--- config.mk ---
export PLATFORM = sky130hd
export DESIGN_NAME = light_level_seven_segment_scan_top
export DESIGN_NICKNAME = d
export VERILOG_FILES = /design/src/rtl/lls_pkg.sv /design/src/rtl/light_level_seven_segment_scan_top.sv /design/src/rtl/lls_front.sv /design/src/rtl/lls_queue.sv /design/src/rtl/lls_back.sv
export VERILOG_INCLUDE_DIRS = /design/src /design/src/rtl
export SDC_FILE = /design/constraint.sdc
export NUM_CORES = 1
export LEC_CHECK = 0
export ABC_AREA = 1
export BUFFER_PORTS_ARGS = -buffer_cell sky130_fd_sc_hd__clkbuf_2
export CORE_UTILIZATION = 55
export DETAILED_ROUTE_END_ITERATION = 10
export PLACE_DENSITY = 0.78
export SYNTH_ARGS = -nofsm -noshare
export SYNTH_HDL_FRONTEND = slang
export SYNTH_SLANG_ARGS = --single-unit
--- constraint.sdc ---
create_clock -name aclk -period 7 [get_ports aclk]
set_input_delay 0.35 -clock aclk [delete_from_list [all_inputs] [get_ports aclk]]
set_output_delay 0.35 -clock aclk [all_outputs]
set_load 0.03 [all_outputs]
--- src/rtl/light_level_seven_segment_scan_top_assert.svh ---
// assertion macros for the light level seven segment scan block
// used by light_level_seven_segment_scan_top; expects aclk and aresetn in scope
`ifndef LIGHT_LEVEL_SEVEN_SEGMENT_SCAN_TOP_ASSERT_SVH
`define LIGHT_LEVEL_SEVEN_SEGMENT_SCAN_TOP_ASSERT_SVH

// same-cycle implication, checked outside reset
`define LLS_ASSERT_NOW(label, ante, cons, msg) \
    label: assert property (@(posedge aclk) disable iff (!aresetn) (ante) |-> (cons)) \
        else $error(msg);

// next-cycle implication, checked outside reset
`define LLS_ASSERT_NEXT(label, ante, cons, msg) \
    label: assert property (@(posedge aclk) disable iff (!aresetn) (ante) |=> (cons)) \
        else $error(msg);

`endif

--- src/rtl/lls_pkg.sv ---
// shared types, constants and decode functions for the light level display scan
// no dependencies; used by lls_front, lls_queue, lls_back and the top level
package lls_pkg;

    localparam int SAMPLE_W    = 10;
    localparam int DIGIT_W     = 4;
    localparam int NUM_DIGITS  = 4;
    localparam int POS_W       = 2;
    localparam int SEG_W       = 7;
    localparam int S_TDATA_W   = 16;
    localparam int M_TDATA_W   = 16;
    localparam int Q_DEPTH     = 2;
    localparam int Q_PTR_W     = 1;
    localparam int Q_CNT_W     = $clog2(Q_DEPTH + 1);

    localparam logic [SAMPLE_W-1:0]   DARK_THRESHOLD_RESET = 10'd512;
    localparam logic [SEG_W-1:0]      SEG_BLANK_N          = 7'h7F;
    localparam logic [NUM_DIGITS-1:0] ENABLES_OFF_N        = 4'hF;

    typedef enum logic {
        OP_SAMPLE = 1'b0,
        OP_TICK   = 1'b1
    } op_t;

    typedef logic [NUM_DIGITS-1:0][DIGIT_W-1:0] digits_t;

    // classified item passed from front to back
    typedef struct packed {
        op_t     op;
        digits_t digits;
        logic    lamp;
    } item_t;

    // queue status seen by the front and back
    typedef struct packed {
        logic full;
        logic valid;
    } q_status_t;

    // active-high segment codes for digits 0..9, bit 0 is segment a
    localparam logic [9:0][SEG_W-1:0] SEG_CODE = {
        7'h6F, 7'h7F, 7'h07, 7'h7D, 7'h6D, 7'h66, 7'h4F, 7'h5B, 7'h06, 7'h3F
    };

    // active-low pattern for one digit, blank above nine
    function automatic logic [SEG_W-1:0] seg_decode(logic [DIGIT_W-1:0] digit);
        logic [SEG_W-1:0] seg;
        if (digit > 4'd9) begin
            seg = SEG_BLANK_N;
        end else begin
            seg = ~SEG_CODE[digit];
        end
        return seg;
    endfunction

    // split a sample into four decimal digits, thousands in entry 0
    function automatic digits_t bcd_split(logic [SAMPLE_W-1:0] v);
        digits_t       d;
        logic [9:0]    r1;
        logic [6:0]    r2;
        logic [3:0]    hun;
        logic [3:0]    ten;
        d[0] = (v >= 10'd1000) ? 4'd1 : 4'd0;
        r1   = (v >= 10'd1000) ? (v - 10'd1000) : v;
        hun  = 4'd0;
        for (int k = 1; k <= 9; k++) begin
            if (r1 >= 10'(100 * k)) begin
                hun = 4'(k);
            end
        end
        r2  = 7'(r1 - ({6'd0, hun} * 10'd100));
        ten = 4'd0;
        for (int k = 1; k <= 9; k++) begin
            if (r2 >= 7'(10 * k)) begin
                ten = 4'(k);
            end
        end
        d[1] = hun;
        d[2] = ten;
        d[3] = 4'(r2 - ({3'd0, ten} * 7'd10));
        return d;
    endfunction

endpackage

--- src/rtl/light_level_seven_segment_scan_top.sv ---
// an accepted request is written into the queue, then popped into the held result register
// throughput: one request per cycle while the queue is not full; the two-entry queue absorbs result stalls
// each request yields exactly one result, the held segment, enable and lamp levels
// reset (aresetn low, synchronous): threshold 512, digits zero, scan position zero,
// segments and enables all ones (blank, off), lamp off, queue and result empty
module light_level_seven_segment_scan_top (
    input  logic                              aclk,
    input  logic                              aresetn,
    input  logic                              cfg_wr_en,
    input  logic [lls_pkg::SAMPLE_W-1:0]      cfg_wr_data,
    input  logic                              s_tvalid,
    output logic                              s_tready,
    input  logic [lls_pkg::S_TDATA_W-1:0]     s_tdata,   // [9:0] sample, rest zero
    input  logic                              s_tuser,   // [0] opcode
    output logic                              m_tvalid,
    input  logic                              m_tready,
    output logic [lls_pkg::M_TDATA_W-1:0]     m_tdata    // [6:0] segments_n,
                                                         // [10:7] digit_enable_n,
                                                         // [11] lamp_on, rest zero
);

    `include "light_level_seven_segment_scan_top_assert.svh"

    lls_pkg::q_status_t q_status;
    lls_pkg::item_t     push_item;
    lls_pkg::item_t     pop_item;
    logic               q_push;
    logic               q_pop;

    // request classification
    lls_front u_front (
        .aclk        (aclk),
        .aresetn     (aresetn),
        .cfg_wr_en   (cfg_wr_en),
        .cfg_wr_data (cfg_wr_data),
        .s_tvalid    (s_tvalid),
        .s_tready    (s_tready),
        .s_tdata     (s_tdata),
        .s_tuser     (s_tuser),
        .q_status    (q_status),
        .q_push      (q_push),
        .q_push_item (push_item)
    );

    // decoupling queue
    lls_queue u_queue (
        .aclk      (aclk),
        .aresetn   (aresetn),
        .push      (q_push),
        .push_item (push_item),
        .pop       (q_pop),
        .pop_item  (pop_item),
        .status    (q_status)
    );

    // state update and result
    lls_back u_back (
        .aclk     (aclk),
        .aresetn  (aresetn),
        .q_status (q_status),
        .q_item   (pop_item),
        .q_pop    (q_pop),
        .m_tvalid (m_tvalid),
        .m_tready (m_tready),
        .m_tdata  (m_tdata)
    );

    // checks
    `LLS_ASSERT_NOW(a_pop_needs_slot, q_pop, (!m_tvalid || m_tready), "pop into a stalled result")
    `LLS_ASSERT_NEXT(a_taken_empties, (m_tvalid && m_tready && !q_pop), !m_tvalid, "result repeated")
    `LLS_ASSERT_NEXT(a_tick_one_digit, (q_pop && pop_item.op == lls_pkg::OP_TICK), $onehot(~m_tdata[10:7]), "tick enabled not exactly one digit")

endmodule

--- src/rtl/lls_front.sv ---
// front end: takes input requests, holds the dark threshold, classifies samples
// depends on lls_pkg
module lls_front (
    input  logic                              aclk,
    input  logic                              aresetn,
    input  logic                              cfg_wr_en,
    input  logic [lls_pkg::SAMPLE_W-1:0]      cfg_wr_data,
    input  logic                              s_tvalid,
    output logic                              s_tready,
    input  logic [lls_pkg::S_TDATA_W-1:0]     s_tdata,   // [9:0] sample, rest zero
    input  logic                              s_tuser,   // [0] opcode
    input  lls_pkg::q_status_t                q_status,
    output logic                              q_push,
    output lls_pkg::item_t                    q_push_item
);

    logic [lls_pkg::SAMPLE_W-1:0] threshold_reg;
    logic [lls_pkg::SAMPLE_W-1:0] sample;

    // dark threshold register
    always_ff @(posedge aclk) begin
        if (!aresetn) begin
            threshold_reg <= lls_pkg::DARK_THRESHOLD_RESET;
        end else if (cfg_wr_en) begin
            threshold_reg <= cfg_wr_data;
        end
    end

    // accept whenever the queue has room
    assign s_tready = !q_status.full;
    assign q_push   = s_tvalid && s_tready;
    assign sample   = s_tdata[lls_pkg::SAMPLE_W-1:0];

    // classify the request: digit split and lamp compare for samples
    always_comb begin
        q_push_item.op     = lls_pkg::op_t'(s_tuser);
        q_push_item.digits = lls_pkg::bcd_split(sample);
        q_push_item.lamp   = (sample < threshold_reg);
    end

endmodule

--- src/rtl/lls_queue.sv ---
// two-entry request queue between front and back
// depends on lls_pkg
module lls_queue (
    input  logic               aclk,
    input  logic               aresetn,
    input  logic               push,
    input  lls_pkg::item_t     push_item,
    input  logic               pop,
    output lls_pkg::item_t     pop_item,
    output lls_pkg::q_status_t status
);

    lls_pkg::item_t                 mem_reg [lls_pkg::Q_DEPTH];
    logic [lls_pkg::Q_PTR_W-1:0]    wr_ptr_reg, wr_ptr_next;
    logic [lls_pkg::Q_PTR_W-1:0]    rd_ptr_reg, rd_ptr_next;
    logic [lls_pkg::Q_CNT_W-1:0]    count_reg, count_next;

    // pointer and fill count update
    always_comb begin
        wr_ptr_next = push ? wr_ptr_reg + 1'b1 : wr_ptr_reg;
        rd_ptr_next = pop  ? rd_ptr_reg + 1'b1 : rd_ptr_reg;
        count_next  = count_reg;
        if (push && !pop) begin
            count_next = count_reg + 1'b1;
        end else if (pop && !push) begin
            count_next = count_reg - 1'b1;
        end
    end

    always_ff @(posedge aclk) begin
        if (!aresetn) begin
            wr_ptr_reg <= '0;
            rd_ptr_reg <= '0;
            count_reg  <= '0;
        end else begin
            wr_ptr_reg <= wr_ptr_next;
            rd_ptr_reg <= rd_ptr_next;
            count_reg  <= count_next;
        end
    end

    // entry storage
    always_ff @(posedge aclk) begin
        if (push) begin
            mem_reg[wr_ptr_reg] <= push_item;
        end
    end

    assign pop_item     = mem_reg[rd_ptr_reg];
    assign status.full  = (count_reg == lls_pkg::Q_CNT_W'(lls_pkg::Q_DEPTH));
    assign status.valid = (count_reg != '0);

endmodule

--- src/rtl/lls_back.sv ---
// back end: applies queued requests to the digit store and scan state, drives results
// depends on lls_pkg
module lls_back (
    input  logic                             aclk,
    input  logic                             aresetn,
    input  lls_pkg::q_status_t               q_status,
    input  lls_pkg::item_t                   q_item,
    output logic                             q_pop,
    output logic                             m_tvalid,
    input  logic                             m_tready,
    output logic [lls_pkg::M_TDATA_W-1:0]    m_tdata   // [6:0] segments_n,
                                                       // [10:7] digit_enable_n,
                                                       // [11] lamp_on, rest zero
);

    lls_pkg::digits_t                 digits_reg, digits_next;
    logic [lls_pkg::POS_W-1:0]        pos_reg, pos_next;
    logic [lls_pkg::SEG_W-1:0]        seg_reg, seg_next;
    logic [lls_pkg::NUM_DIGITS-1:0]   en_reg, en_next;
    logic                             lamp_reg, lamp_next;
    logic                             valid_reg, valid_next;

    // take the next request when the result slot is free or being taken
    assign q_pop = q_status.valid && (!valid_reg || m_tready);

    // state update for the popped request
    always_comb begin
        digits_next = digits_reg;
        pos_next    = pos_reg;
        seg_next    = seg_reg;
        en_next     = en_reg;
        lamp_next   = lamp_reg;
        valid_next  = valid_reg && !m_tready;
        if (q_pop) begin
            valid_next = 1'b1;
            unique case (q_item.op)
                lls_pkg::OP_SAMPLE: begin
                    digits_next = q_item.digits;
                    lamp_next   = q_item.lamp;
                end
                lls_pkg::OP_TICK: begin
                    seg_next = lls_pkg::seg_decode(digits_reg[pos_reg]);
                    en_next  = ~(lls_pkg::NUM_DIGITS'(1) << pos_reg);
                    pos_next = pos_reg + 1'b1;
                end
                default: begin
                    valid_next = 1'b1;
                end
            endcase
        end
    end

    always_ff @(posedge aclk) begin
        if (!aresetn) begin
            digits_reg <= '0;
            pos_reg    <= '0;
            seg_reg    <= lls_pkg::SEG_BLANK_N;
            en_reg     <= lls_pkg::ENABLES_OFF_N;
            lamp_reg   <= 1'b0;
            valid_reg  <= 1'b0;
        end else begin
            digits_reg <= digits_next;
            pos_reg    <= pos_next;
            seg_reg    <= seg_next;
            en_reg     <= en_next;
            lamp_reg   <= lamp_next;
            valid_reg  <= valid_next;
        end
    end

    // held levels are the result register
    assign m_tvalid = valid_reg;
    assign m_tdata  = {4'd0, lamp_reg, en_reg, seg_reg};

endmodule

Word level (Yosys, flattened, before mapping):

Memories as Yosys holds them, arrays and structs flattened. A register that Yosys moved wholly into a read port is not among the register bits.
Cells that the tools add are included.

* add/sub/neg operators: 8
* $mul: 2
* $lt $le $gt $ge: 23
* equality and inequality tests: 1
* shifts and indexed selects: 1
* mux-type cells: 31
* bitwise operators: 3
* reductions and logical operators: 15

Operators with widths (count)
* 10-bit >= comparator, second input constant: 5
* 10-bit by 9-bit >= comparator with 1-bit output, second input constant: 3
* 3-bit two-way mux: 8
* 7-bit by 6-bit >= comparator with 1-bit output, second input constant: 3
* 7-bit >= comparator, second input constant: 3
* 4-bit two-way mux: 5
* 7-bit by 5-bit >= comparator with 1-bit output, second input constant: 2
* 7-bit two-way mux: 2
* 2-bit two-way mux: 6
* 10-bit by 7-bit >= comparator with 1-bit output, second input constant: 1
* 10-bit by 8-bit >= comparator with 1-bit output, second input constant: 1
* 10-bit < comparator: 1
* 10-bit two-way mux: 1
* 10-bit subtractor, second input constant: 1
* 4-bit binary-select mux with 2-bit select: 1
* 1-bit two-way mux: 8
* 7-bit by 4-bit >= comparator with 1-bit output, second input constant: 1
* 7-bit NOT: 1
* 7-bit subtractor: 1
* 1-bit logical AND: 5
* 1-bit zero test: 5
* 4-bit by 5-bit < comparator with 1-bit output, second input constant: 1
* 4-bit by 5-bit multiplier with 5-bit output, second input constant: 1
* 2-bit by 1-bit adder with 2-bit output, second input constant: 2
* other kinds (13): 16

* bits in registers: 45
* bits in writable memories: 30
* memory bits (read-only): 112
* output and inout bits: 18
* word-level logic and storage cells: 99
* memories: 2

Memories
* (no name shown): words 16, width 7, read ports 1, clocked after Yosys merged registers in 0, wr ports 0, line lls_pkg.sv:51 `seg = ~SEG_CODE[digit];`
* u_queue.mem_reg: words 2, width 15, read ports 1, clocked after Yosys merged registers in 1, wr ports 1, line lls_queue.sv:13 `lls_pkg::item_t mem_reg [lls_pkg::Q_DEPTH];`

Logic depth before layout (Yosys ltp):

* depth after elaboration: 26
* gate-level depth with buffers: 51

Hierarchy:

Synthesis repeated with hierarchy kept, for this count alone.

* cell total of the unflattened synthesis: 580
* area, all modules: 4898.4 µm²

By module, submodules not included
* lls_front: times used 1, cells an instance 277, area an instance 1729.2 µm², seq. area each 200.2 µm²
* lls_back: times used 1, cells an instance 212, area an instance 1589.0 µm², seq. area each 620.6 µm²
* lls_queue: times used 1, cells an instance 91, area an instance 1580.3 µm², seq. area each 1181.1 µm²

Worst setup path before layout:

Ideal clock, no wire load.

* kind: input to register
* start point: in s_tdata[4] (netlist name)
* end point: mem u_queue.mem_reg[0][13] (netlist name) (data pin)
* arrival time: 4.702 ns
* required time: 6.748 ns
* slack: 2.047 ns
* stages: 50
* path buffers: 0
* cell sequence: inv_1 > ha_1 > inv_1 > nor2_1 > nand3_2 > nand2_4 > nand2_2 > nand2_1 > nand3_1 > a21oi_1 > nand2_1 > nand2_1 > nand2_1 > nand2_1 > nand2_1 > nand2_1 > nand2_1 > nand2_1 > [14 not listed] > nand2_2 > nand3_1 > nand2_1 > nand2_1 > nand2_1 > nand2_1 > nand2_2 > nand2_2 > ha_1 > fa_1 > xnor2_1 > inv_1 > nand2_1 > nand2_1 > inv_1 > nand3_1 > nand2_1 > inv_1

RTL lines
* start, declared: line light_level_seven_segment_scan_top.sv:13 `input logic [lls_pkg::S_TDATA_W-1:0] s_tdata,`
* end, declared: line lls_queue.sv:13

==> summary.txt <==
Run status
  – Status: complete, no violations

CTS
  – H-tree Lvls: 3
  – Clock Sinks: 73
  – Clk root buf: clkbuf_8
  – Clk_lat worst skew: 0.34 ns
  – # resized after CTS: 0
  – CTS tree: yes
  – CTS buffer count: 9
  – Bufs on Longest Clock Path: 2
  – Setup Buffers After CTS: 0
  – Clock slew at reported path FFs: 0.07 ns
  – # hold bufs at CTS: 0

Drt
  – ANT nets after route: 0
  – Post-route DRC: 0
  – Avg WL per Cell: 12.4 um
  – Post-Route WL: about 7900 um
  – Vias per cell: 5.16
  – Drt first pass iters: 4
  – Routed vias: 3279
  – Detailed router's first-iteration violation count: between 100 and 150

Place
  – Pre-CTS WS: 1.32 ns
  – HPWL Detailed: 5620 um
  – Placed cell area: between 4000 and 5000 um2
  – PortBufs: 39
  – RePlAce Congestion: 0.855
  – Placed cells: 620

Power and ir drop
  – Leakage: between 2 and 2.5 nW
  – Max IR drop VDD: 0.000133 V
  – Pwr/cell area: 372 nW/um2
  – Power, Total: 1.66 mW

Timing
  – Shortest period the worst path allows: 5.36 ns
  – TNS Setup: 0 ns
  – Period utilisation layout: approximately three quarters
  – Slew HR: 31.6%
  – Max Freq: 0.187 GHz
  – Max Slew Vio Count: 0
  – Setup Viol. Count Final: 0
  – WHS: 0.210 ns
  – RSZ-0062 raised after global routing: false
  – Post-route setup slack: 1.64 ns
  – Skew final: 0.00671 ns
  – Measured slew at the worst slew-check pin: 1.02 ns
  – Number of hold violations in the final report: 0

Final layout
  – Final Non-Filler Cells: 636
  – Commonest non-fill, non-tap cells in the layout: inv_1, nand2_1, a21oi_1
  – Final instance area: 4460 um2
  – Post-layout util: 64.9%
  – Commonest non-fill, non-tap cell in the layout: inv_1
  – Layout cells sized above 1: between 10% and 20%
  – Fin nets: 596
  – Largest register FFs: 30
  – Area grow syn2layout: 12.2%
  – Fillers: between 600 and 700
  – Number of diodes: 0

Worst setup path
  – CP delay by family, top: simple AND/OR/NAND/NOR gates
  – Required @ worst endpoint: 7.09 ns
  – Worst setup SP type: input port
  – Worst path arrival time: between 5 and 6 ns
  – WP buf/inv: 10
  – Most frequent CP cell: nand2_1
  – Setup crit end kind: register
  – CP Class: input port to register
  – Max incr delay on CP: 0.38 ns
  – Slowest cell on crit path: fa_1
  – Crit-path max FO: 7

GRT
  – GRT Overall Usage: ~23%
  – First-pass GRT wire length: about 13000 um
  – Total gr overflow: 0
  – Pin count of the biggest net entering global routing: 35
  – Number of global-route vias before repair: 3004
  – Initial antenna violation count: 0

Logic synthesis
  – Yosys warns: 0
  – Post-Syn Area: 3980 um2
  – Average cell area after synthesis: 8.05 um2
  – Post-synthesis sequential area ratio: 44.3%
  – Distinct cells, synth: 36
  – Cells after synthesis: around 490
  – Synth Register Bits: 73

Worst hold path
  – Hold crit path type: input port to register

Floorplan
  – Die Ht: ~87 um
  – Starting Density: 57.9%
  – Die W: 87.0 um
  – Num rows: 30
  – Top-Level Pins: 50
  – Die Footprint: about 7600 um2
  – Core ar.: 6870 um2

Flow run
  – MaxCap Viol Count: 0
cell usage after synthesis:
master	count	area share (%)
xor2_1	4	0.88
o22ai_1	4	0.63
clkbuf_1	9	0.85
nand3_1	12	1.5
edfxtp_1	30	23
a21boi_0	1	0.19
conb_1	1	0.094
nor2_2	1	0.16
a31o_2	2	0.44
fa_1	2	1.0
o21ai_2	1	0.22
nor2_1	52	4.9
buf_4	5	0.94
o31ai_1	1	0.19
inv_2	4	0.38
a31oi_1	3	0.47
buf_1	1	0.094
nand2_2	8	1.3
xnor2_1	3	0.66
a21oi_1	60	7.6
o311ai_1	1	0.22
inv_1	73	6.9
o21ai_1	2	0.25
a32oi_1	4	0.88
a21boi_1	1	0.19
dfxtp_1	43	22
nand3_2	4	1.0
o21ai_0	50	6.3
or2_2	5	0.79
clkinv_1	2	0.19
ha_1	27	8.5
nor3_1	2	0.25
a21o_1	2	0.38
nand2_4	1	0.28
nand2_1	72	6.8
a31oi_2	1	0.31
logic make-up after synthesis:
kind of cell / share of synthesized area, %
buf+inv: 9.35
simple gates: 17.0
other cells: 0.0943
xor+xnor: 1.54
fa+ha+maj: 9.51
compound gates: 18.2
flops: 44.3
worst register-to-register path, cell delays in order (launching register included):
cell and delay, ns:
dfxtp_1 1.00, o21ai_0 0.32, nor2_1 0.53, inv_1 0.33, a21oi_1 0.21, o21ai_0 0.11
final timing paths:
path                                         start                                    end  slack [ns]  cells past startpoint
max                                     s_tdata[4]       u_queue.mem_reg[0][13]$_DFFE_PP_        1.64                     51
min                                        s_tuser       u_queue.mem_reg[0][14]$_DFFE_PP_        0.21                      1
max reg2reg                               register          u_back.en_reg[1]$_SDFFE_PN1P_        4.38                      5
min reg2reg  u_front.threshold_reg[0]$_SDFFE_PN0P_  u_front.threshold_reg[0]$_SDFFE_PN0P_        0.46                      2
cell type report:
cell class	count	area [um2]	share of cell area (%)
Timing Repair Buffer	42	218	4.88
Multi-Input combinational cell	330	1850	41.5
Inverter	79	297	6.65
Clock buffer	11	131	2.95
Clock inverter	5	80.1	1.80
Sequential cell	73	1760	39.5
Tap cell	96	120	2.69
metal layers:
layer | share of wire (%) | vias up | GRT usage (%)
met5 | 0 | - | 0
li1 | - | 1703 | -
met3 | 3.1 | 8 | 5.69
met1 | 48 | 1505 | 29.1
met2 | 48 | 63 | 38.9
met4 | 1.4 | 0 | 6.21
report_power, final:
group	switching, mW	internal (mW)
clock network	0.147	0.200
registers	0.0726	0.589
logic	0.430	0.222
(Power assumes the default switching activity.)
